File: src/design/pcrm_pkg.sv
// Shared types, constants and conversion functions for the PCM RMS level meter.
`timescale 1ns / 1ps
package pcrm_pkg;

    localparam int MAX_FRAMES = 4096;
    localparam int COUNT_W    = $clog2(MAX_FRAMES + 1);
    localparam int SUM_W      = 30 + COUNT_W;
    localparam int REM_W      = COUNT_W + 1;
    localparam int STEP_W     = $clog2(SUM_W + 1);
    localparam int ROOT_STEPS = 16;
    localparam int FIFO_DEPTH = 4;
    localparam int FIFO_AW    = $clog2(FIFO_DEPTH);

    localparam logic [1:0] REG_SAMPLE_FORMAT  = 2'd0;
    localparam logic [1:0] REG_MONO_INPUT     = 2'd1;
    localparam logic [1:0] REG_SMOOTHING_GAIN = 2'd2;

    localparam logic [15:0] GAIN_RESET = 16'd6554;

    typedef enum logic [1:0] {
        FMT_INT16   = 2'd0,
        FMT_INT24   = 2'd1,
        FMT_INT32   = 2'd2,
        FMT_FLOAT32 = 2'd3
    } fmt_t;

    typedef struct packed {
        fmt_t        sample_format;
        logic        mono_input;
        logic [15:0] smoothing_gain;
    } cfg_t;

    // one frame handed from the front end to the level engine
    typedef struct packed {
        logic [31:0]        left;
        logic [31:0]        right;
        logic               last;
        logic [SUM_W-1:0]   sum_left;
        logic [SUM_W-1:0]   sum_right;
        logic [COUNT_W-1:0] count;
    } entry_t;

    typedef enum logic [2:0] {
        ST_IDLE,
        ST_DIV,
        ST_LOAD,
        ST_SQRT,
        ST_MUL,
        ST_OUT
    } state_t;

    function automatic logic [31:0] float_to_q31(input logic [31:0] w);
        logic        neg;
        logic [7:0]  ex;
        logic [31:0] man;
        logic [31:0] mag;
        logic [7:0]  rs;
        neg = w[31];
        ex  = w[30:23];
        man = {8'd0, 1'b1, w[22:0]};
        rs  = 8'd119 - ex;
        mag = 32'd0;
        if (ex >= 8'd119) begin
            mag = man << 3'(ex - 8'd119);
        end else if (rs < 8'd32) begin
            mag = man >> rs[4:0];
        end
        if (ex == 8'hFF && w[22:0] != 23'd0) begin
            float_to_q31 = 32'd0;
        end else if (ex >= 8'd127) begin
            float_to_q31 = neg ? 32'h8000_0000 : 32'h7FFF_FFFF;
        end else if (ex == 8'd0) begin
            float_to_q31 = 32'd0;
        end else begin
            float_to_q31 = neg ? (32'd0 - mag) : mag;
        end
    endfunction

    function automatic logic [31:0] convert(input fmt_t fmt, input logic [31:0] raw);
        unique case (fmt)
            FMT_INT16: convert = {raw[15:0], 16'd0};
            FMT_INT24: convert = {raw[23:0], 8'd0};
            FMT_INT32: convert = raw;
            default:   convert = float_to_q31(raw);
        endcase
    endfunction

endpackage

File: src/design/pcrm_front.sv
// Front end: format conversion and per-buffer square accumulation.
`timescale 1ns / 1ps
module pcrm_front
    import pcrm_pkg::*;
(
    input  logic        aclk,
    input  logic        aresetn,
    input  cfg_t        cfg,
    input  logic        in_valid,
    output logic        in_ready,
    input  logic [31:0] left_raw,
    input  logic [31:0] right_raw,
    input  logic        silent,
    input  logic        last_of_buffer,
    output logic        push,
    output entry_t      push_entry,
    input  logic        fifo_full
);

    logic [SUM_W-1:0]   sum_left_reg, sum_left_next;
    logic [SUM_W-1:0]   sum_right_reg, sum_right_next;
    logic [COUNT_W-1:0] count_reg, count_next;
    logic [31:0]        l, r;
    logic signed [31:0] sq_l, sq_r;
    logic [SUM_W-1:0]   acc_l, acc_r;
    logic [COUNT_W-1:0] acc_n;

    assign in_ready = !fifo_full;
    assign push     = in_valid && in_ready;

    always_comb begin
        l = 32'd0;
        r = 32'd0;
        if (!silent) begin
            l = convert(cfg.sample_format, left_raw);
            r = cfg.mono_input ? l : convert(cfg.sample_format, right_raw);
        end
        sq_l = $signed(l[31:16]) * $signed(l[31:16]);
        sq_r = $signed(r[31:16]) * $signed(r[31:16]);
        acc_l = sum_left_reg;
        acc_r = sum_right_reg;
        acc_n = count_reg;
        if (count_reg < COUNT_W'(MAX_FRAMES)) begin
            acc_l = sum_left_reg + SUM_W'(unsigned'(sq_l));
            acc_r = sum_right_reg + SUM_W'(unsigned'(sq_r));
            acc_n = count_reg + 1'b1;
        end
        sum_left_next  = acc_l;
        sum_right_next = acc_r;
        count_next     = acc_n;
        if (last_of_buffer) begin
            sum_left_next  = '0;
            sum_right_next = '0;
            count_next     = '0;
        end
        push_entry = '{left: l, right: r, last: last_of_buffer,
                       sum_left: acc_l, sum_right: acc_r, count: acc_n};
    end

    always_ff @(posedge aclk) begin
        if (!aresetn) begin
            sum_left_reg  <= '0;
            sum_right_reg <= '0;
            count_reg     <= '0;
        end else if (push) begin
            sum_left_reg  <= sum_left_next;
            sum_right_reg <= sum_right_next;
            count_reg     <= count_next;
        end
    end

endmodule

File: config.mk
export PLATFORM = sky130hd
export DESIGN_NAME = pcrm_front
export DESIGN_NICKNAME = d
export VERILOG_FILES = /design/src/design/pcrm_pkg.sv /design/src/design/pcrm_front.sv
export SDC_FILE = /design/constraint.sdc
export NUM_CORES = 2
export LEC_CHECK = 0
export BUFFER_PORTS_ARGS = -buffer_cell sky130_fd_sc_hd__buf_2
export CAP_MARGIN = 20
export CORE_ASPECT_RATIO = 0.6
export CORE_MARGIN = 2
export CORE_UTILIZATION = 30
export DETAILED_ROUTE_END_ITERATION = 6
export PLACE_DENSITY = 0.52
export SYNTH_ARGS = -nofsm -noshare
export SYNTH_HDL_FRONTEND = slang
export SYNTH_SLANG_ARGS = --single-unit
File: constraint.sdc
create_clock -name aclk -period 26.7 [get_ports aclk]
set_input_delay 5.34 -clock aclk [delete_from_list [all_inputs] [get_ports aclk]]
set_output_delay 5.34 -clock aclk [all_outputs]
set_load 0.02 [all_outputs]
# Yosys cells after proc, flatten, opt, wreduce, memory -nomap -nowiden
# Index checks and enable logic that the tools add are counted.
[totals]
register_bits = 99
inputBits = 89
out_inout_bits = 166
word_cells = 68
[op_classes]
addsub = 9
multipliers = 2
magnitude_cmp = 7
eq_ne = 4
shift = 4
muxes = 29
reduce_logical = 10
[ops]
columns = ["operator", "n"]
rows = [
  ["$mux W32", 21],
  ["$pmux W32 S3", 2],
  ["$mux W43", 4],
  ["$add A43 B32 Y43", 2],
  ["$mul A16 B16 Y32", 2],
  ["$shl A24 B3 Y32", 2],
  ["$shr A24 B5 Y32", 2],
  ["$sub A1 B32 Y32 const A", 2],
  ["$reduce_bool A23 Y1", 2],
  ["$ge A8 B7 Y1 const B", 4],
  ["$mux W13", 2],
  ["$eq A8 B8 Y1 const B", 2],
  ["$logic_not A8 Y1", 2],
  ["$lt A8 B6 Y1 const B", 2],
  ["$sub A7 B8 Y8 const A", 2],
  ["$add A13 B1 Y13 const B", 1],
  ["$lt A13 B13 Y1 const B", 1],
  ["$sub A3 B3 Y3 const B", 2],
  ["$logic_and A1 B1 Y1", 3],
  ["$reduce_or A3 Y1", 1],
  ["$eq A2 B1 Y1 const B", 1],
  ["$eq A2 B2 Y1 const B", 1],
  ["$logic_not A2 Y1", 1],
  ["$logic_not A1 Y1", 1],
]

# Logic depth before layout (Yosys ltp)
[logic_depth]
word_depth = 18
ltp_mapped = 56
ltp_nobuf = 51

# Least setup slack after synthesis
# No wires, ideal clock.
[synth_timing]
kind = "input-to-output"
start = "input left_raw[23]"
end = "output push_entry[91] in the netlist's numbering"
t_arrival_ps = 17659
required_ps = 21360
path_slack_ps = 3701
path_stages = 48
path_cell_list = "buf_4 inv_1 buf_2 buf_2 buf_1 ha_1 buf_1 mux2_2 mux4_2 a32oi_1 nand3b_1 nand4b_1 buf_2 o41ai_2 xor2_1 a211oi_2 or2_0 clkbuf_1 [... 12 more ...] a21oi_1 o21ai_0 or3_1 o221a_2 o211a_1 nor3_1 o21bai_1 a21oi_1 nor3_1 a311o_1 ha_1 clkbuf_1 and3_1 and3_1 a211oi_1 o221ai_1 and4_1 xor2_1"
[synth_lines]
columns = ["item", "line_no", "text"]
rows = [
  ["start: declaration", "pcrm_front.sv:11", "input logic [31:0] left_raw,"],
  ["end: declaration", "pcrm_front.sv:16", "output entry_t push_entry,"],
]

==> qor.yml <==
cts_buffers: 9
start_util: 0.303
cts-root-buf: "clkbuf_16"
synthCells: 4367
setup_slack_ps: 1640
fin_crit_sh: 0.939
ctsHtreeMaxLevel: 3
grt_pass1_vias: 32000
rows: 97
firstDrtPassIters: 7
clkTransAtPathRegs_ps: 80
synth-edff-count: 0
yosysMostFrequentCell: "inv_1"
grt_max_degree: 79
fin_worst_skew_ps: 9.84
ios: 255
cp.arrival_ps: 19720
max_freq_mhz: 39.9
area_growth_pct: 8.70
wl_um: 125000
track_usage: 0.206
grt_overflow: 0
place_congestion: 0.952
crit_fanout: 14
dieArea_sq_um: 121000
insertion_delay_ps: 380
synthFlopType: "dfxtp_1"
status: "finished, violations left"
viasPerCell: 5.39
critPathCaptureType: "output port"
yosysWarnings: 0
drt-initial-drc-count: 3087
clockBufferDepth: 2
fillCellCount: 12400
critPathRequiredTime_ps: 21360
ant_nets: 0
portBuffers: 238
mappedNetlistArea_sq_um: 35500
slew_violations: 0
antenna_found_initial: 3
dieWidth_um: 448
cp_slowest_cell: "a211oi_2"
syn_area_per_cell_sq_um: 8.12
grt_pass1_wl_um: 196000
layout.nets: 5228
ctsHoldBuffers: 0
coreArea_sq_um: 117000
synthTopCellsByArea: "fa_1, ha_1, inv_1"
worstMarginPinSlew_ps: 1130
synth_common_cells: "inv_1, fa_1, nand2_1"
path_class: "in2out"
max_stage_delay_ps: 950
violations: "DRC"
post-route-min-period_ps: 25060
layout.cells.non_filler: 6006
cts.sinks: 99
ys_ff_latch: 99
post_cts_buffers: 0
async_reset_ff_frac: 0
cts_resized: 0
slew_headroom: 0.244
hp-class: "reg2reg"
dpl.cell_count: 5987
cts_tree: "done"
worstSetupStartpointType: "primary input"
synth_top_area_frac: 0.267
yosysTopAreaCell: "fa_1"
fin_setup_tns_ps: 0
multi_input_area_sq_um: 29900
drc_errors: 1
drive_gt1_frac: 0.123
vias: 32400
ys_types: 94
wl_per_cell_um: 20.8
finalSetupViolations: 0
synth_seq_area_share: 0.0559
ff_latch_area_sq_um: 1990
synth_nets: 5179
die_h_um: 270
hold_violations: 0
hpwl_um: 99800
maxCapViolCount: 0
rsz0062_at_grt: "false"
cpMostUsedCell: "fa_1"
pre_cts_ws_ps: 1830
[kinds of logic after synthesis]
| kind of cell | count (synthesis) | synth area share |
|---|---|---|
| AND/OR/NAND/NOR | 1235 | 0.168 |
| buffers and inverters | 965 | 0.105 |
| AO/OA/AOI/OAI | 927 | 0.176 |
| adder cells (fa/ha/maj) | 723 | 0.355 |
| multiplexers | 215 | 0.0897 |
| XOR/XNOR | 203 | 0.0501 |
| flip-flops | 99 | 0.0559 |
[layout by cell type (no fill, tap or decap), types with 26 or more instances in the layout]
cell      count
inv_1       677
fa_1        473
nand2_1     363
nor2_1      307
ha_1        249
buf_2       237
a21oi_1     196
o21ai_0     190
xnor2_1     126
nand3_1     101
dfxtp_1      98
mux2i_1      86
and2_1       79
mux4_2       77
xor2_1       77
buf_4        77
a22oi_1      73
nor3_1       72
a21o_1       59
a31oi_1      54
mux2_2       52
or3_1        49
nand2b_1     48
nor2b_1      45
a211oi_1     41
and3_1       33
a221oi_1     29
o211ai_1     28
o22ai_1      27
nand4_1      26
[worst max-delay path: cells and delay by family]
kind	cells	cell delay [ps]
compound gates	19	5740
fa+ha+maj	10	4330
simple gates	10	2170
buf+inv	9	1350
xor+xnor	3	760
[path summary, 6_finish.rpt]
kind,from,to,slack (ps),cells past startpoint
max,left_raw[26],push_entry[91],1640,51
min,sum_left_reg[24],sum_left_reg[24],510,2
max reg2reg,sum_left_reg[2],sum_left_reg[41],22570,12
min reg2reg,sum_left_reg[24],sum_left_reg[24],510,2
[area by class of cell]
class                   instances  area share
diodes                          1   0.0000649
clock buffers                  12     0.00691
clock inverters                 4     0.00143
inverters                     687      0.0669
multi-input cells            3303       0.776
flip-flops and latches         99      0.0515
well taps                    1584      0.0514
repair buffers                316      0.0461
[layer usage]
metal,wire (um),global-route usage,part of all wire
met1,63500,0.332,0.51
met2,49800,0.286,0.40
met3,10500,0.0420,0.084
met4,1060,0.0191,0.0085
met5,34,0,0.00027
[stage by stage]
step / hold slack [ps] / cell area (sq um) / utilization
detailed placement: 498 / 38200 / 0.327
CTS: 511 / 38500 / 0.329
floorplan: 469 / 35500 / -
global placement: 485 / 38200 / 0.327
global route: 534 / 38500 / 0.329
finish: 508 / 38500 / 0.329
Power is not shown: default switching activity piles up to over one toggle a cycle in this logic, so the estimate is an artifact.
