`config.mk`:
```
export PLATFORM = sky130hd
export DESIGN_NAME = pcrm_fifo
export DESIGN_NICKNAME = d
export VERILOG_FILES = /design/src/design/pcrm_pkg.sv /design/src/design/pcrm_fifo.sv
export SDC_FILE = /design/constraint.sdc
export NUM_CORES = 1
export LEC_CHECK = 0
export ABC_AREA = 1
export BUFFER_PORTS_ARGS = -buffer_cell sky130_fd_sc_hd__buf_2
export CORE_ASPECT_RATIO = 0.8
export CORE_UTILIZATION = 45
export DETAILED_ROUTE_END_ITERATION = 10
export GPL_TIMING_DRIVEN = 0
export MAX_ROUTING_LAYER = met4
export PLACE_DENSITY = 0.76
export SYNTH_ARGS = -nofsm -noshare
export SYNTH_HDL_FRONTEND = slang
export SYNTH_SLANG_ARGS = --single-unit
```
`constraint.sdc`:
```
create_clock -name aclk -period 10.5 [get_ports aclk]
set_clock_uncertainty 0.05 [all_clocks]
set_input_delay 3.15 -clock aclk [delete_from_list [all_inputs] [get_ports aclk]]
set_output_delay 3.15 -clock aclk [all_outputs]
set_load 0.05 [all_outputs]
```
`src/design/pcrm_pkg.sv`:
```
// Shared types, constants and conversion functions for the PCM RMS level meter.
`timescale 1ns / 1ps
package pcrm_pkg;

    localparam int MAX_FRAMES = 4096;
    localparam int COUNT_W    = $clog2(MAX_FRAMES + 1);
    localparam int SUM_W      = 30 + COUNT_W;
    localparam int REM_W      = COUNT_W + 1;
    localparam int STEP_W     = $clog2(SUM_W + 1);
    localparam int ROOT_STEPS = 16;
    localparam int FIFO_DEPTH = 4;
    localparam int FIFO_AW    = $clog2(FIFO_DEPTH);

    localparam logic [1:0] REG_SAMPLE_FORMAT  = 2'd0;
    localparam logic [1:0] REG_MONO_INPUT     = 2'd1;
    localparam logic [1:0] REG_SMOOTHING_GAIN = 2'd2;

    localparam logic [15:0] GAIN_RESET = 16'd6554;

    typedef enum logic [1:0] {
        FMT_INT16   = 2'd0,
        FMT_INT24   = 2'd1,
        FMT_INT32   = 2'd2,
        FMT_FLOAT32 = 2'd3
    } fmt_t;

    typedef struct packed {
        fmt_t        sample_format;
        logic        mono_input;
        logic [15:0] smoothing_gain;
    } cfg_t;

    // one frame handed from the front end to the level engine
    typedef struct packed {
        logic [31:0]        left;
        logic [31:0]        right;
        logic               last;
        logic [SUM_W-1:0]   sum_left;
        logic [SUM_W-1:0]   sum_right;
        logic [COUNT_W-1:0] count;
    } entry_t;

    typedef enum logic [2:0] {
        ST_IDLE,
        ST_DIV,
        ST_LOAD,
        ST_SQRT,
        ST_MUL,
        ST_OUT
    } state_t;

    function automatic logic [31:0] float_to_q31(input logic [31:0] w);
        logic        neg;
        logic [7:0]  ex;
        logic [31:0] man;
        logic [31:0] mag;
        logic [7:0]  rs;
        neg = w[31];
        ex  = w[30:23];
        man = {8'd0, 1'b1, w[22:0]};
        rs  = 8'd119 - ex;
        mag = 32'd0;
        if (ex >= 8'd119) begin
            mag = man << 3'(ex - 8'd119);
        end else if (rs < 8'd32) begin
            mag = man >> rs[4:0];
        end
        if (ex == 8'hFF && w[22:0] != 23'd0) begin
            float_to_q31 = 32'd0;
        end else if (ex >= 8'd127) begin
            float_to_q31 = neg ? 32'h8000_0000 : 32'h7FFF_FFFF;
        end else if (ex == 8'd0) begin
            float_to_q31 = 32'd0;
        end else begin
            float_to_q31 = neg ? (32'd0 - mag) : mag;
        end
    endfunction

    function automatic logic [31:0] convert(input fmt_t fmt, input logic [31:0] raw);
        unique case (fmt)
            FMT_INT16: convert = {raw[15:0], 16'd0};
            FMT_INT24: convert = {raw[23:0], 8'd0};
            FMT_INT32: convert = raw;
            default:   convert = float_to_q31(raw);
        endcase
    endfunction

endpackage

```
`src/design/pcrm_fifo.sv`:
```
// Short frame queue between front end and level engine.
`timescale 1ns / 1ps
module pcrm_fifo
    import pcrm_pkg::*;
(
    input  logic   aclk,
    input  logic   aresetn,
    input  logic   push,
    input  entry_t push_entry,
    output logic   full,
    input  logic   pop,
    output entry_t pop_entry,
    output logic   empty
);

    entry_t             mem [FIFO_DEPTH];
    logic [FIFO_AW-1:0] wr_ptr_reg, rd_ptr_reg;
    logic [FIFO_AW:0]   fill_reg;

    assign full      = fill_reg == (FIFO_AW + 1)'(FIFO_DEPTH);
    assign empty     = fill_reg == '0;
    assign pop_entry = mem[rd_ptr_reg];

    always_ff @(posedge aclk) begin
        if (push) begin
            mem[wr_ptr_reg] <= push_entry;
        end
    end

    always_ff @(posedge aclk) begin
        if (!aresetn) begin
            wr_ptr_reg <= '0;
            rd_ptr_reg <= '0;
            fill_reg   <= '0;
        end else begin
            if (push) wr_ptr_reg <= wr_ptr_reg + 1'b1;
            if (pop)  rd_ptr_reg <= rd_ptr_reg + 1'b1;
            if (push && !pop)      fill_reg <= fill_reg + 1'b1;
            else if (pop && !push) fill_reg <= fill_reg - 1'b1;
        end
    end

endmodule

```
### Word-level counts from Yosys, hierarchy flattened

Memory sizes are Yosys's and may differ from the RTL's. A register that Yosys moved wholly into a read port is not among the register bits.
Cells that the tools add are included.

| storage, ports and cells | value |
|---|---|
| bits in registers | 7 |
| latch bits | 0 |
| bits in writable memories | 656 |
| bits in read-only memories | 0 |
| logic and storage cells | 21 |
| memories | 1 |

| cells by class | value |
|---|---|
| add/subtract/negate cells | 4 |
| $mul | 0 |
| divide/modulo/power cells | 0 |
| magnitude comparators | 0 |
| eq/ne operators | 1 |
| shifts and indexed selects | 0 |
| mux-type cells | 6 |
| bitwise gates (word level) | 0 |
| reductions and logical operators | 6 |

Memories:

| memory | depth | bits a word | read ports | clocked after Yosys merged registers in | write ports | line | RTL |
|---|---|---|---|---|---|---|---|
| mem | 4 | 164 | 1 | 1 | 1 | pcrm_fifo.sv:16 | `entry_t mem [FIFO_DEPTH];` |

Operators with widths:

| operator | number |
|---|---|
| $mux W3 | 2 |
| $add A2 B1 Y2 const B | 2 |
| $mux W2 | 2 |
| $add A3 B1 Y3 const B | 1 |
| $eq A3 B3 Y1 const B | 1 |
| $logic_not A3 Y1 | 1 |
| $sub A3 B1 Y3 const B | 1 |
| $logic_and A1 B1 Y1 | 2 |
| $logic_not A1 Y1 | 2 |
| $mux W1 | 2 |
| $reduce_bool A2 Y1 | 1 |

### Depth between registers and ports, before layout

Gate-level depths: netlist of run 1.

| logic depth | value |
|---|---|
| word-level depth | 4 |
| gate-level depth with buffers | 10 |

### Least setup slack after synthesis of run 1

Ideal clock, no wire load.

| timing path | value |
|---|---|
| kind | input-to-reg |
| from | input push |
| to | memory mem[0][0] (netlist name), enable pin |
| data arrival time | 6336 ps |
| data required time | 9934 ps |
| slack | 3597 ps |
| cell stages on the path | 2 |
| path through | nand2_1 inv_1 |

| between the ends | value |
|---|---|
| cells in the longest elaborated chain, start to end | 2 |

Ends and longest elaborated chain:

| what | line | RTL |
|---|---|---|
| start: declaration | pcrm_fifo.sv:8 | `input logic push,` |
| $mux W1 | pcrm_fifo.sv:25 | `if (push) begin` |
| $mux W1 (implied by the code) | pcrm_fifo.sv:26 | `mem[wr_ptr_reg] <= push_entry;` |
| end: declaration | pcrm_fifo.sv:16 |  |

Every way passes these cells.

==> reports/results.tsv, run 1 <==
stage	metric	value	unit
status	status	completed	
setup_path	r2r_start	wr_ptr_reg[0]	
logic_synthesis	synth_nets	1818	
setup_path	crit_buf_inv	3	
power	p_sw	1.63	mW
worst_hold_path	holdCritPathClass	reg -> reg	
logic_synthesis	ys_seq_elements	665	
timing	fmax	161	MHz
cts	holdBufCountCts	0	
cts	cts.repair.resized	0	
timing	fin_ws	4280	ps
floorplanning	die_w	263	microns
cts	clkLatencyLatePin	610	ps
cts	clockBufferDepth	3	
global_routing	grt_pass1_wl	89.6	mm
routing	first_iter_violations	1455	
setup_path	cp-start-kind	flip-flop	
cts	cts_tree	built	
routing	drt_pass1_iterations	5	
global_routing	grt_max_degree	98	
global_routing	globalRouteOverflowTotal	0	
logic_synthesis	synth_area	24600	sq um
floorplanning	core-area	53900	sq um
setup_path	cp-end-kind	output pin	
setup_path	path_common_cell	buf_2	
setup_path	path_class	reg -> out	
placed_design	dp_hpwl	36.9	mm
final_layout	largest_reg_flops	656	
floorplanning	rows	76	
timing	finalSetupViolCount	0	
cts	clk_root_buffer_cell	clkbuf_16	
power	finalPower	6.16	mW
routing	dr_total_vias	15700	
timing	max_slew_margin	51.1	%
timing	final.setup.tns	0	ps
routing	viasPerCell	5.60	
final_layout	nFillCells	4155	
global_routing	grt_pass1_vias	15800	
final_layout	layoutNonFillerInstCount	2809	
logic_synthesis	syn_inst	1644	
setup_path	arrival	3020	ps
job	maxCapViolations	0	
floorplanning	initial_core_util	45.6	%
routing	wl	60.3	mm
final_layout	syn_to_final_growth	19.4	%
power	cellLeakagePower	10.2	nW
floorplanning	pin_count	334	
logic_synthesis	yosysWarnings	0	
power	ir_drop	0.000175	V
routing	wl_per_cell	21.5	microns
setup_path	worstPathRequired	7300	ps
logic_synthesis	postSynthAreaPerCell	15.0	sq um
floorplanning	die_y	211	microns
cts	numCtsBuffers	61	
placed_design	pre_cts_ws	4960	ps
cts	path_clk_slew	60	ps
timing	timing.hold.ws	408	ps
timing	rsz0062_at_grt	no	
final_layout	fin_nets	2218	
power	pwr-share-clk	36.7	%
setup_path	crit_chain	buf_2 -> clkbuf_1 -> o21ai_0 -> o22ai_1 -> buf_2	
logic_synthesis	seq_area_frac_synth	80.8	%
logic_synthesis	ys_types	20	
floorplanning	dieArea	55600	sq um
worst_hold_path	holdCritStartpoint	rd_ptr_reg[1]	
power	internal-power	4.53	mW
cts	h-tree-depth	2	
placed_design	place_inst	2683	
setup_path	slowest_stage	o22ai_1	
global_routing	antenna_found_initial	12	
placed_design	io_buffers	333	
cts	cts_setup_buffers	0	
timing	finalHoldViolCount	0	
final_layout	layout-drive-gt1-share	23.9	%
setup_path	slowest_delay	570	ps
routing	drtAntennaViolNets	0	
setup_path	crit_family	buffers and inverters	
setup_path	path_max_fanout	10	
timing	max_slew.worst_pin.slew	733	ps
power	power_density	210	nW/um^2
timing	fin_crit	6220	ps
placed_design	gp_congestion	0.792	
power	pwr-share-seq	49.7	%
timing	slew_violations	0	
global_routing	grt_use_total	21.8	%
power	combPwrFrac	13.7	%
cts	cts.sinks	665	
routing	drc	0	
power	swShare	26.5	%
timing	final.period_utilization	59.2	%
==> area by class of cell <==
type                            instances  area [sq um]  share of cell area [%]
Sequential cell                       665         19900                    67.7
Multi-Input combinational cell        854          4110                    14.0
Timing Repair Buffer                  337          1780                    6.05
Clock buffer                           69          1560                    5.30
Tap cell                              702           878                    2.99
Buffer                                108           556                    1.89
Clock inverter                         44           502                    1.71
Inverter                               17          96.3                   0.328
Antenna cell                           13          32.5                   0.111
==> final timing paths <==
kind                                 endpoint  slack, ps  depth (start not counted)
worst max-delay path            pop_entry[26]       4280                          5
worst min-delay path                flip-flop        410                          1
worst max register to register     mem[0][89]       8280                          5
worst min register to register      flip-flop        410                          1
==> logic make-up (layout without fill, tap and decap cells) <==
family                   after synthesis  count (layout)  synth area share [%]
flip-flops                           665             665                  80.8
adder cells (fa/ha/maj)                6               6                 0.336
AND/OR/NAND/NOR                      346             346                  5.30
buffers and inverters                125             575                  2.53
other                                  0              13                     0
AO/OA/AOI/OAI                        502             502                  11.0
==> cells in the final DEF, fill, tap and decap left out, types with 3 or more instances in the layout <==
master       n
a21oi_1      4
buf_16       4
buf_2      373
buf_4       11
buf_6        6
bufinv_16   10
clkbuf_1    48
clkbuf_16   61
clkbuf_2    11
clkinv_1    15
clkinv_2     9
clkinv_4     3
dfxtp_1      9
diode_2     13
edfxtp_1   656
ha_1         5
inv_1       12
inv_6        3
inv_8        4
nand2_1      9
nor2_1     333
o21ai_0    165
o21ai_1    169
o22ai_1    164
==> layer usage <==
| metal | GRT usage, % | vias to the layer above | share of wire, % |
|---|---|---|---|
| met5 | - | - | 0 |
| met4 | 7.16 | 0 | 2.5 |
| met3 | 4.55 | 110 | 8.1 |
| met2 | 34.9 | 681 | 49 |
| met1 | 27.8 | 7854 | 40 |
| li1 | - | 7079 | - |
==> power groups by stage <==
stage          Sequential [mW]  Clock [mW]  Combinational [mW]
3_3_place_gp              3.14           0               0.819
2_1_floorplan             3.13           0               0.563
3_5_place_dp              3.12           0               0.840
5_1_grt                   3.07        2.38               0.888
6_report                  3.06        2.26               0.842
4_1_cts                   3.06        2.29               0.843
==> synth_stat cells <==
cell type | instances | area share (%)
o21ai_1 | 169 | 3.4
nand2_1 | 9 | 0.14
dfxtp_1 | 9 | 0.73
inv_1 | 16 | 0.24
buf_4 | 11 | 0.34
fa_1 | 1 | 0.081
o22ai_1 | 164 | 4.2
buf_2 | 40 | 0.81
buf_6 | 6 | 0.27
edfxtp_1 | 656 | 80
a21oi_1 | 4 | 0.081
inv_4 | 1 | 0.025
nand3_1 | 1 | 0.020
nor2_1 | 333 | 5.1
clkbuf_2 | 11 | 0.22
ha_1 | 5 | 0.25
o21ai_0 | 165 | 3.4
nand4_1 | 1 | 0.025
clkbuf_1 | 40 | 0.61
nor3_1 | 2 | 0.041
==> worst register-to-register path: cells and delay by family, from the launching register on <==
kind	cells	cell delay, ps
adder cells (fa/ha/maj)	1	170
buffers and inverters	3	990
flip-flops	1	330
AND/OR/NAND/NOR	1	130
==> metrics by stage <==
stage / util (%) / instance area, sq um
final: 54.5 / 29400
after global routing: 54.5 / 29400
after global placement: 50.4 / 27200
after detailed placement: 50.6 / 27300
after floorplan: - / 24600
after CTS: 54.4 / 29300
No activity file was read; power rests on OpenSTA's default activity.
==> inputs of run 2 (changes only) <==
PLACE_DENSITY = 0.78   (was 0.76)
clock period = 5.6 ns   (was 10.5 ns; I/O delays follow)
==> reports/results.tsv, run 2 (synthesized netlist as in run 1, its figures left out) <==
stage	metric	value	unit
status	status	completed	
cts	numCtsBuffers	67	
floorplanning	pin_count	334	
floorplanning	die_w	263	microns
floorplanning	initial_core_util	45.6	%
power	cellLeakagePower	10.3	nW
setup_path	path_depth	5	
global_routing	grt_pass1_vias	15600	
setup_path	crit_family	buffers and inverters	
floorplanning	core-area	53900	sq um
routing	dr_total_vias	15700	
global_routing	grt_max_degree	85	
setup_path	path_common_cell	buf_2	
timing	final.setup.tns	0	ps
routing	drtAntennaViolNets	0	
worst_hold_path	holdCritPathClass	reg -> reg	
job	maxCapViolations	0	
timing	fin_crit	4430	ps
floorplanning	rows	76	
global_routing	antenna_found_initial	22	
routing	wl	61.5	mm
cts	cts.repair.resized	0	
final_layout	layout-drive-gt1-share	23.9	%
placed_design	dp_hpwl	37.5	mm
setup_path	crit_buf_inv	3	
setup_path	cp-start-kind	flip-flop	
final_layout	finalInstanceArea	29500	sq um
global_routing	globalRouteOverflowTotal	0	
timing	slew_violations	0	
setup_path	slowest_stage	clkbuf_1	
routing	wl_per_cell	21.8	microns
setup_path	arrival	2700	ps
final_layout	syn_to_final_growth	19.9	%
cts	cts_setup_buffers	0	
global_routing	grt_use_total	22.4	%
cts	path_clk_slew	60	ps
timing	finalHoldViolCount	0	
setup_path	crit_chain	buf_2 -> clkbuf_1 -> o21ai_0 -> o22ai_1 -> buf_2	
timing	fmax	226	MHz
power	power_density	397	nW/um^2
cts	cts_tree	built	
timing	final.period_utilization	79.1	%
final_layout	fin_nets	2224	
final_layout	largest_reg_flops	656	
cts	clkLatencyLatePin	590	ps
setup_path	cp-end-kind	output pin	
routing	drt_pass1_iterations	6	
setup_path	path_max_fanout	10	
final_layout	layoutNonFillerInstCount	2824	
power	finalPower	11.7	mW
global_routing	grt_pass1_wl	91.0	mm
placed_design	gp_congestion	0.799	
cts	cts.sinks	665	
power	ir_drop	0.000293	V
placed_design	io_buffers	333	
setup_path	path_class	reg -> out	
worst_hold_path	min_delay_path_depth	1	
floorplanning	die_y	211	microns
timing	max_slew.worst_pin.slew	736	ps
cts	clk_root_buffer_cell	clkbuf_16	
cts	clockBufferDepth	3	
placed_design	placed_area	27300	sq um
timing	finalSetupViolCount	0	
routing	viasPerCell	5.56	
setup_path	rr_worst_depth	5	
cts	h-tree-depth	3	
floorplanning	dieArea	55600	sq um
routing	first_iter_violations	1607	
final_layout	layout_common_cells	edfxtp_1, buf_2, nor2_1	
routing	drc	0	
final_layout	final_common_cell	edfxtp_1	
setup_path	worstPathRequired	3870	ps
placed_design	place_inst	2683	
setup_path	slowest_delay	500	ps
cts	holdBufCountCts	0	
timing	rsz0062_at_grt	no	
timing	max_slew_margin	50.9	%
==> run 2: worst paths after layout <==
path / startpoint / slack [ps] / end
max: flip-flop / 1170 / pop_entry[89]
min: rd_ptr_reg[1] / 400 / flip-flop
max reg2reg: wr_ptr_reg[0] / 3380 / mem[2][74]
min reg2reg: rd_ptr_reg[1] / 400 / flip-flop
==> run 2: final cells by class <==
cell class	count	area (sq um)
plain buffers	108	556
multi-input cells	854	4110
clock buffers	79	1760
flip-flops and latches	665	19900
inverters	17	96.3
diodes	22	55.1
clock inverters	40	383
repair buffers	337	1780
fillers	4191	24400
well taps	702	878
==> run 2: through the flow <==
| stage | util (%) | hold WS (ps) | setup WS, ps |
|---|---|---|---|
| 6_report | 54.7 | 404 | 1170 |
| 5_1_grt | 54.7 | 441 | 1040 |
| 4_1_cts | 54.6 | 399 | 1150 |
| 3_5_place_dp | 50.6 | 407 | 1820 |
| 3_3_place_gp | 50.4 | 394 | -2530 |
| 2_1_floorplan | - | 362 | 167 |
==> run 2: per-layer routing <==
metal	wire, microns	track usage (%)	vias up
li1	-	-	7096
met1	24700	28.5	7765
met2	29900	35.4	743
met3	5300	5.74	107
met4	1520	7.42	0
met5	0	-	-
==> run 2: report_power, final <==
| part | switching (mW) | internal, mW | total (mW) |
|---|---|---|---|
| Sequential | 0.0484 | 5.69 | 5.74 |
| Combinational | 1.24 | 0.340 | 1.58 |
| Clock | 1.84 | 2.54 | 4.39 |
| Total | 3.13 | 8.58 | 11.7 |
