[src/design/pcrm_pkg.sv]
// Shared types, constants and conversion functions for the PCM RMS level meter.
`timescale 1ns / 1ps
package pcrm_pkg;

    localparam int MAX_FRAMES = 4096;
    localparam int COUNT_W    = $clog2(MAX_FRAMES + 1);
    localparam int SUM_W      = 30 + COUNT_W;
    localparam int REM_W      = COUNT_W + 1;
    localparam int STEP_W     = $clog2(SUM_W + 1);
    localparam int ROOT_STEPS = 16;
    localparam int FIFO_DEPTH = 4;
    localparam int FIFO_AW    = $clog2(FIFO_DEPTH);

    localparam logic [1:0] REG_SAMPLE_FORMAT  = 2'd0;
    localparam logic [1:0] REG_MONO_INPUT     = 2'd1;
    localparam logic [1:0] REG_SMOOTHING_GAIN = 2'd2;

    localparam logic [15:0] GAIN_RESET = 16'd6554;

    typedef enum logic [1:0] {
        FMT_INT16   = 2'd0,
        FMT_INT24   = 2'd1,
        FMT_INT32   = 2'd2,
        FMT_FLOAT32 = 2'd3
    } fmt_t;

    typedef struct packed {
        fmt_t        sample_format;
        logic        mono_input;
        logic [15:0] smoothing_gain;
    } cfg_t;

    // one frame handed from the front end to the level engine
    typedef struct packed {
        logic [31:0]        left;
        logic [31:0]        right;
        logic               last;
        logic [SUM_W-1:0]   sum_left;
        logic [SUM_W-1:0]   sum_right;
        logic [COUNT_W-1:0] count;
    } entry_t;

    typedef enum logic [2:0] {
        ST_IDLE,
        ST_DIV,
        ST_LOAD,
        ST_SQRT,
        ST_MUL,
        ST_OUT
    } state_t;

    function automatic logic [31:0] float_to_q31(input logic [31:0] w);
        logic        neg;
        logic [7:0]  ex;
        logic [31:0] man;
        logic [31:0] mag;
        logic [7:0]  rs;
        neg = w[31];
        ex  = w[30:23];
        man = {8'd0, 1'b1, w[22:0]};
        rs  = 8'd119 - ex;
        mag = 32'd0;
        if (ex >= 8'd119) begin
            mag = man << 3'(ex - 8'd119);
        end else if (rs < 8'd32) begin
            mag = man >> rs[4:0];
        end
        if (ex == 8'hFF && w[22:0] != 23'd0) begin
            float_to_q31 = 32'd0;
        end else if (ex >= 8'd127) begin
            float_to_q31 = neg ? 32'h8000_0000 : 32'h7FFF_FFFF;
        end else if (ex == 8'd0) begin
            float_to_q31 = 32'd0;
        end else begin
            float_to_q31 = neg ? (32'd0 - mag) : mag;
        end
    endfunction

    function automatic logic [31:0] convert(input fmt_t fmt, input logic [31:0] raw);
        unique case (fmt)
            FMT_INT16: convert = {raw[15:0], 16'd0};
            FMT_INT24: convert = {raw[23:0], 8'd0};
            FMT_INT32: convert = raw;
            default:   convert = float_to_q31(raw);
        endcase
    endfunction

endpackage

[src/design/pcrm_back.sv]
// Level engine: mean-square divide, integer root, leaky integrator, output register.
`timescale 1ns / 1ps
module pcrm_back
    import pcrm_pkg::*;
(
    input  logic         aclk,
    input  logic         aresetn,
    input  logic [15:0]  gain,
    input  logic         fifo_empty,
    input  entry_t       head,
    output logic         pop,
    output logic         m_tvalid,
    input  logic         m_tready,
    output logic [95:0]  m_tdata,
    output logic [0:0]   m_tuser
);

    state_t              state_reg, state_next;
    logic [STEP_W-1:0]   step_reg;
    logic [31:0]         hold_l_reg, hold_r_reg;
    logic [COUNT_W-1:0]  div_reg;
    logic [REM_W-1:0]    rem_l_reg, rem_r_reg;
    logic [SUM_W-1:0]    quo_l_reg, quo_r_reg;
    logic [31:0]         x_l_reg, x_r_reg, res_l_reg, res_r_reg, bit_reg;
    logic signed [49:0]  prod_l_reg, prod_r_reg;
    logic [31:0]         smooth_l_reg, smooth_r_reg;
    logic                out_valid_reg;
    logic [95:0]         out_data_reg;
    logic                out_user_reg;

    logic                out_free, take_plain, take_last, deliver;
    logic [REM_W-1:0]    sh_l, sh_r;
    logic                ge_l, ge_r;
    logic [31:0]         t_l, t_r;
    logic signed [33:0]  d_l, d_r;
    logic [31:0]         new_l, new_r;

    assign out_free = !out_valid_reg || m_tready;

    always_comb begin
        state_next = state_reg;
        unique case (state_reg)
            ST_IDLE: if (!fifo_empty && head.last) state_next = ST_DIV;
            ST_DIV:  if (step_reg == STEP_W'(SUM_W - 1)) state_next = ST_LOAD;
            ST_LOAD: state_next = ST_SQRT;
            ST_SQRT: if (step_reg == STEP_W'(ROOT_STEPS - 1)) state_next = ST_MUL;
            ST_MUL:  state_next = ST_OUT;
            ST_OUT:  if (out_free) state_next = ST_IDLE;
            default: state_next = ST_IDLE;
        endcase
    end

    always_comb begin
        take_plain = 1'b0;
        take_last  = 1'b0;
        deliver    = 1'b0;
        unique case (state_reg)
            ST_IDLE: begin
                take_plain = !fifo_empty && !head.last && out_free;
                take_last  = !fifo_empty && head.last;
            end
            ST_OUT:  deliver = out_free;
            default: ;
        endcase
        pop = take_plain || take_last;
    end

    always_comb begin
        sh_l = {rem_l_reg[REM_W-2:0], quo_l_reg[SUM_W-1]};
        sh_r = {rem_r_reg[REM_W-2:0], quo_r_reg[SUM_W-1]};
        ge_l = sh_l >= REM_W'(div_reg);
        ge_r = sh_r >= REM_W'(div_reg);
        t_l  = res_l_reg + bit_reg;
        t_r  = res_r_reg + bit_reg;
        d_l  = $signed({2'b00, res_l_reg[15:0], 16'd0}) - $signed({2'b00, smooth_l_reg});
        d_r  = $signed({2'b00, res_r_reg[15:0], 16'd0}) - $signed({2'b00, smooth_r_reg});
        // arithmetic shift gives the floor of the scaled step for both signs
        new_l = smooth_l_reg + 32'(prod_l_reg >>> 16);
        new_r = smooth_r_reg + 32'(prod_r_reg >>> 16);
    end

    always_ff @(posedge aclk) begin
        if (!aresetn) begin
            state_reg     <= ST_IDLE;
            step_reg      <= '0;
            smooth_l_reg  <= '0;
            smooth_r_reg  <= '0;
            out_valid_reg <= 1'b0;
        end else begin
            state_reg <= state_next;
            if (state_reg != state_next) step_reg <= '0;
            else                         step_reg <= step_reg + 1'b1;
            if (take_plain || deliver)   out_valid_reg <= 1'b1;
            else if (m_tready)           out_valid_reg <= 1'b0;
            if (deliver) begin
                smooth_l_reg <= new_l;
                smooth_r_reg <= new_r;
            end
        end
    end

    always_ff @(posedge aclk) begin
        if (take_plain) begin
            out_data_reg <= {smooth_r_reg[31:16], smooth_l_reg[31:16], head.right, head.left};
            out_user_reg <= 1'b0;
        end
        if (deliver) begin
            out_data_reg <= {new_r[31:16], new_l[31:16], hold_r_reg, hold_l_reg};
            out_user_reg <= 1'b1;
        end
        if (take_last) begin
            hold_l_reg <= head.left;
            hold_r_reg <= head.right;
            div_reg    <= (head.count == '0) ? COUNT_W'(1) : head.count;
            quo_l_reg  <= head.sum_left;
            quo_r_reg  <= head.sum_right;
            rem_l_reg  <= '0;
            rem_r_reg  <= '0;
        end
        if (state_reg == ST_DIV) begin
            rem_l_reg <= ge_l ? sh_l - REM_W'(div_reg) : sh_l;
            rem_r_reg <= ge_r ? sh_r - REM_W'(div_reg) : sh_r;
            quo_l_reg <= {quo_l_reg[SUM_W-2:0], ge_l};
            quo_r_reg <= {quo_r_reg[SUM_W-2:0], ge_r};
        end
        if (state_reg == ST_LOAD) begin
            x_l_reg   <= quo_l_reg[31:0];
            x_r_reg   <= quo_r_reg[31:0];
            res_l_reg <= '0;
            res_r_reg <= '0;
            bit_reg   <= 32'h4000_0000;
        end
        if (state_reg == ST_SQRT) begin
            if (x_l_reg >= t_l) begin
                x_l_reg   <= x_l_reg - t_l;
                res_l_reg <= (res_l_reg >> 1) + bit_reg;
            end else begin
                res_l_reg <= res_l_reg >> 1;
            end
            if (x_r_reg >= t_r) begin
                x_r_reg   <= x_r_reg - t_r;
                res_r_reg <= (res_r_reg >> 1) + bit_reg;
            end else begin
                res_r_reg <= res_r_reg >> 1;
            end
            bit_reg <= bit_reg >> 2;
        end
        if (state_reg == ST_MUL) begin
            prod_l_reg <= 50'(d_l) * 50'($signed({1'b0, gain}));
            prod_r_reg <= 50'(d_r) * 50'($signed({1'b0, gain}));
        end
    end

    assign m_tvalid = out_valid_reg;
    assign m_tdata  = out_data_reg;
    assign m_tuser  = out_user_reg;

    a_smooth_range: assert property (@(posedge aclk) disable iff (!aresetn)
        smooth_l_reg <= 32'h8000_0000 && smooth_r_reg <= 32'h8000_0000)
        else $error("smoothed level out of range");

    a_root_range: assert property (@(posedge aclk) disable iff (!aresetn)
        state_reg == ST_MUL |-> res_l_reg <= 32'd32768 && res_r_reg <= 32'd32768)
        else $error("rms root out of range");

    a_div_nonzero: assert property (@(posedge aclk) disable iff (!aresetn)
        state_reg == ST_DIV |-> div_reg != '0)
        else $error("divide by zero count");

    a_deliver_idle: assert property (@(posedge aclk) disable iff (!aresetn)
        deliver |=> state_reg == ST_IDLE && out_valid_reg)
        else $error("level result not delivered");

endmodule
[config.mk]
export PLATFORM = sky130hd
export DESIGN_NAME = pcrm_back
export DESIGN_NICKNAME = d
export VERILOG_FILES = /design/src/design/pcrm_pkg.sv /design/src/design/pcrm_back.sv
export SDC_FILE = /design/constraint.sdc
export NUM_CORES = 2
export LEC_CHECK = 0
export BUFFER_PORTS_ARGS = -buffer_cell sky130_fd_sc_hd__buf_2
export CORE_UTILIZATION = 45
export DETAILED_ROUTE_END_ITERATION = 6
export HOLD_SLACK_MARGIN = 0.05
export MAX_ROUTING_LAYER = met4
export PLACE_DENSITY = 0.66
export SLEW_MARGIN = 20
export SYNTH_ARGS = -nofsm -noshare
export SYNTH_HDL_FRONTEND = slang
export SYNTH_SLANG_ARGS = --single-unit
[constraint.sdc]
create_clock -name aclk -period 7.65 [get_ports aclk]
set_clock_uncertainty 0.15 [all_clocks]
set_input_delay 0 -clock aclk [delete_from_list [all_inputs] [get_ports aclk]]
set_output_delay 0 -clock aclk [all_outputs]
set_load 0.005 [all_outputs]
After elaboration in Yosys (flattened, before gate mapping) --
Index checks and enable logic that the tools add are counted.
Word-level totals: flip-flop bits (word level) 600, bits of input ports 184, output and inout bits 99, logic and storage cells 100
Cells by class: $add $sub $neg 13, $mul 2, $lt $le $gt $ge 4, equality and inequality tests 8, multiplexer cells 34, bitwise gates (word level) 1, reduce and logical (&&, ||, !) cells 16
Operator list (number):
- $mux 32 | 11
- $mux 96 | 2
- $mux 43 | 4
- $mul 33x17->48 | 2
- $sub 32x32->33 | 2
- $mux 13 | 5
- $add 31x31->32 | 2
- $add 32x31->32 | 2
- $add 32x32->32 | 2
- $ge 32x32->1 | 2
- $sub 32x32->32 | 2
- $mux 29 | 2
- $ge 14x13->1 | 2
- $sub 13x13->13 | 2
- $pmux 3 s6 | 1
- $logic_not 13->1 | 1
- $mux 3 | 4
- $reduce_bool 2->1 | 4
- $add 6x1->6 const B | 1
- $eq 3x2->1 const B | 2
- $eq 3x3->1 const B | 2
- $eq 6x4->1 const B | 1
- $eq 6x6->1 const B | 1
- $mux 1 | 5
- other kinds (8) | 14

Depth between registers and ports, before layout --
word-level depth 6, depth in mapped cells 36, mapped depth without buffers 34

Worst setup path before layout --
No wires, ideal clock.
path kind register to register, start point register res_l_reg[0], end point register prod_l_reg[47], data pin, library setup time 0.261 ns, arrival time 7.943 ns, data required time 7.239 ns, setup slack -0.704 ns, cell stages (with the launch flop) 32, buffers on the path 1, clock period less this slack 8.354 ns, path through edfxtp_1 ha_1 and2_1 a311o_1 a21oi_1 o21bai_1 a21oi_1 o21bai_1 a21oi_1 xnor2_1 buf_2 nand2_1 fa_1 fa_1 fa_1 inv_1 fa_1 fa_1 inv_1 fa_1 inv_1 ha_1 a2111oi_2 o2111ai_1 and2_1 or2_1 nor4b_4 o31ai_2 a211o_1 a31o_1 a31oi_1 xor2_1
Between the ends: longest elaborated chain between the ends 2
RTL lines:
- start, declared | line pcrm_back.sv:24 | logic [31:0] x_l_reg, x_r_reg, res_l_reg, res_r_reg, bit_reg;
- start signal, assigned | line pcrm_back.sv:136 | res_l_reg <= (res_l_reg >> 1) + bit_reg;
- start signal, assigned | line pcrm_back.sv:138 | res_l_reg <= res_l_reg >> 1;
- $sub 32x32->33 | line pcrm_back.sv:75 | d_l = $signed({2'b00, res_l_reg[15:0], 16'd0}) - $signed({2'b00, smooth_l_reg});
- $mul 33x17->48 | line pcrm_back.sv:149 | prod_l_reg <= 50'(d_l) * 50'($signed({1'b0, gain}));
- end signal, assigned | line pcrm_back.sv:149
- end, declared | line pcrm_back.sv:25 | logic signed [49:0] prod_l_reg, prod_r_reg;
Every way passes these cells. A chain may end at the register's enable or synchronous reset.

Final worst setup path --
start point register res_l_reg[7], end point register prod_l_reg[45], data pin
The elaborated chain is that of the path after synthesis.

==> reports/metrics.cfg <==
[critical_path]
crit_family = adder cells
start_kind = register
crit_path_frequent_cell = fa_1
worst_path_max_delay_cell = fa_1
endpoint_kind = register
rr_worst_depth = 31
slowest_delay_ns = 0.54
cp_max_fo = 4
critPathRequiredTime_ns = 7.90
r2r_start = res_l_reg[7]$_SDFFCE_PN0P_
path_class = register to register
r2r_end = prod_l_reg[45]$_DFFE_PN_
crit_buf_inv = 7
reg2reg_setup_slack_ns = -0.56
arrival_ns = 8.46

[hold_path]
hp-start = head[63]
holdPathEnd = quo_l_reg[7]$_DFFE_PP_
min_path_cells = 4
hold_class = input port to register

[die]
die_width_um = 394
dieArea_um2 = 155000
core_area_um2 = 152000
die-height_um = 394
row_count = 143
ios = 283
start_util = 0.455

[cells_and_area]
drive_above_1_share = 0.179
fin_util = 0.564
largest_register_ffs = 96
final_net_count = 10300
multi_input_area_um2 = 49500
regArea_um2 = 15700
fillers = 13200
area_growth_pct = 24.0

[clock_network]
numCtsBuffers = 60
clk_pin_slew_worst_paths_ns = 0.07
numClockSinks = 568
insertion_delay_ns = 0.68
htreeDepth = 2
root_buffer = clkbuf_16
clock_path_buffers = 3
tritoncts = built

[grt]
grt_pass1_wl_mm = 321
grt_max_degree = 89
grt_pass1_vias = 59100
track_usage = 0.267
antenna_found_initial = 9
overflow = 0

[detailed_routing]
drtIter0Drc = 3511
vias = 56500
wire_per_inst_um = 18.7
routed_wl_mm = 202
first_pass_iters = 6
vias_per_cell = 5.25
ant_nets = 0
drt_drc_violations_left = 0

[yosys]
ys_seq_area_frac = 0.226
yosysWarnings = 0
synth-edff-count = 428
netlist_area_um2 = 69200
synth_area_per_cell_um2 = 9.15
synth_ff_type = edfxtp_1
ys_types = 89
ys_async_sr_fraction = 0
ys_ff_latch = 568
syn_inst = 7569
synth_fp_nets = 9212

[timing]
max_freq_ghz = 0.122
layout_min_cycle_time_ns = 8.21
maxSlewHeadroom = 0.258
period_share = 1.07
drv_slew = 0
grt_setup_unrepaired = true
hold_viol_final = 0
worst_pin_slew_ns = 1.11
setup_ws_ns = -0.558
setup_viol_count_final = 36

[place]
port_buffers = 282
dpl.hpwl_mm = 155
post-place-ws_ns = -0.888
place_congestion = 0.945

[pwr]
power.total_mw = 20.0
ir_drop_v = 0.000551
power_density_nw_per_um2 = 233
p_leak_nw = 40.8

[run_status]
violations = setup timing
outcome = finished with violations

[job]
cap_violations = 0

## per-layer routing
layer | global-route usage | vias up | routed length, µm
met5 | - | - | 0
met4 | 0.0930 | 0 | 7950
met3 | 0.0303 | 419 | 11800
met2 | 0.435 | 1659 | 95900
met1 | 0.344 | 28200 | 85900
li1 | - | 26200 | -
## layout by cell type, fill, tap and decap left out, types with 32 or more instances in the layout
cell type and count:
a211oi_1 75, a21o_1 112, a21oi_1 224, a31oi_1 59, and2_1 418, and3_1 39
buf_2 282, buf_4 647, buf_6 76, clkbuf_16 63, dfxtp_1 134, dlygate4sd3_1 324
edfxtp_1 428, fa_1 939, fa_2 39, ha_1 436, ha_4 39, inv_1 1263
inv_2 43, mux2i_1 82, nand2_1 1348, nand2b_1 32, nand3_1 49, nand4_1 38
nor2_1 285, nor2b_1 55, nor3_1 42, o21a_1 36, o21ai_0 167, o21bai_1 34
xnor2_1 180, xor2_1 158
## metrics by stage
step	area [µm²]	instances	hold slack, ns	TNS, ns
floorplan	69600	7569	-0.0511	-1.19
global placement	77800	10200	0.0429	-16.00
detailed placement	77800	10200	0.0432	-19.11
CTS	84200	10700	0.0511	-10.85
global route	85800	10800	0.0546	-21.04
finish	85800	10800	0.0552	-9.00
## worst reg2reg max path, delay by kind of cell (launching register included)
family / cells / cell delay [ns]
XOR/XNOR: 2 / 0.27
flip-flops: 1 / 0.40
AO/OA/AOI/OAI: 9 / 1.71
AND/OR/NAND/NOR: 5 / 1.39
adder cells (fa/ha/maj): 8 / 3.36
buffers and inverters: 7 / 0.66
## worst max path at each step
stage	startpoint	end	cells after the start
2_1_floorplan	smooth_l_reg[9]$_SDFFE_PN0P_	prod_l_reg[47]$_DFFE_PN_	31
3_3_place_gp	res_l_reg[1]$_SDFFCE_PN0P_	prod_l_reg[47]$_DFFE_PN_	32
3_5_place_dp	res_l_reg[1]$_SDFFCE_PN0P_	prod_l_reg[47]$_DFFE_PN_	32
4_1_cts	res_l_reg[1]$_SDFFCE_PN0P_	prod_l_reg[47]$_DFFE_PN_	32
5_1_grt	res_l_reg[1]$_SDFFCE_PN0P_	prod_l_reg[47]$_DFFE_PN_	32
6_report	res_l_reg[7]$_SDFFCE_PN0P_	prod_l_reg[45]$_DFFE_PN_	31
## layout make-up
| cell class | instances | area share |
|---|---|---|
| clock inverter | 31 | 0.00436 |
| sequential | 568 | 0.182 |
| inverter | 1310 | 0.0574 |
| timing repair buffer | 1363 | 0.129 |
| antenna | 6 | 0.000175 |
| multi-input combinational | 5377 | 0.577 |
| tap | 2030 | 0.0296 |
| clock buffer | 80 | 0.0202 |
## cells by family (layout without fill, tap and decap cells)
family,Yosys count,count (layout),share of synthesized area
xor+xnor,374,374,0.0473
fa+ha+maj,1464,1464,0.370
mux,92,92,0.0135
other cells,0,6,0
buf+inv,1624,2784,0.0886
compound gates,954,954,0.0895
simple gates,2493,2493,0.164
flops,568,568,0.226
## synth_stat cells (all sizes together) (113+ instances only)
master | n | area, µm²
xnor2 | 208 | 1820
xor2 | 166 | 1450
inv | 1309 | 4910
clkbuf | 285 | 1070
dfxtp | 140 | 2800
nand2 | 1376 | 5160
edfxtp | 428 | 12900
a21o | 113 | 848
o21ai | 196 | 981
a21oi | 262 | 1320
ha | 481 | 6020
nor2 | 303 | 1140
and2 | 433 | 2710
fa | 978 | 19600
## repair_timing
action	CTS	global route
pin swaps	181	276
setup endpoints to repair	47	51
hold buffers	324	0
endpoints found under the hold margin	275	0
gates cloned	1	2
buffers inserted	48	53
gates resized for setup	181	301
## power breakdown
part           switching [mW]  internal [mW]
clock                    1.37           1.80
sequential             0.0832           3.88
combinational            6.29           6.53
total                    7.75           12.2
No activity file was read; power rests on OpenSTA's default activity.
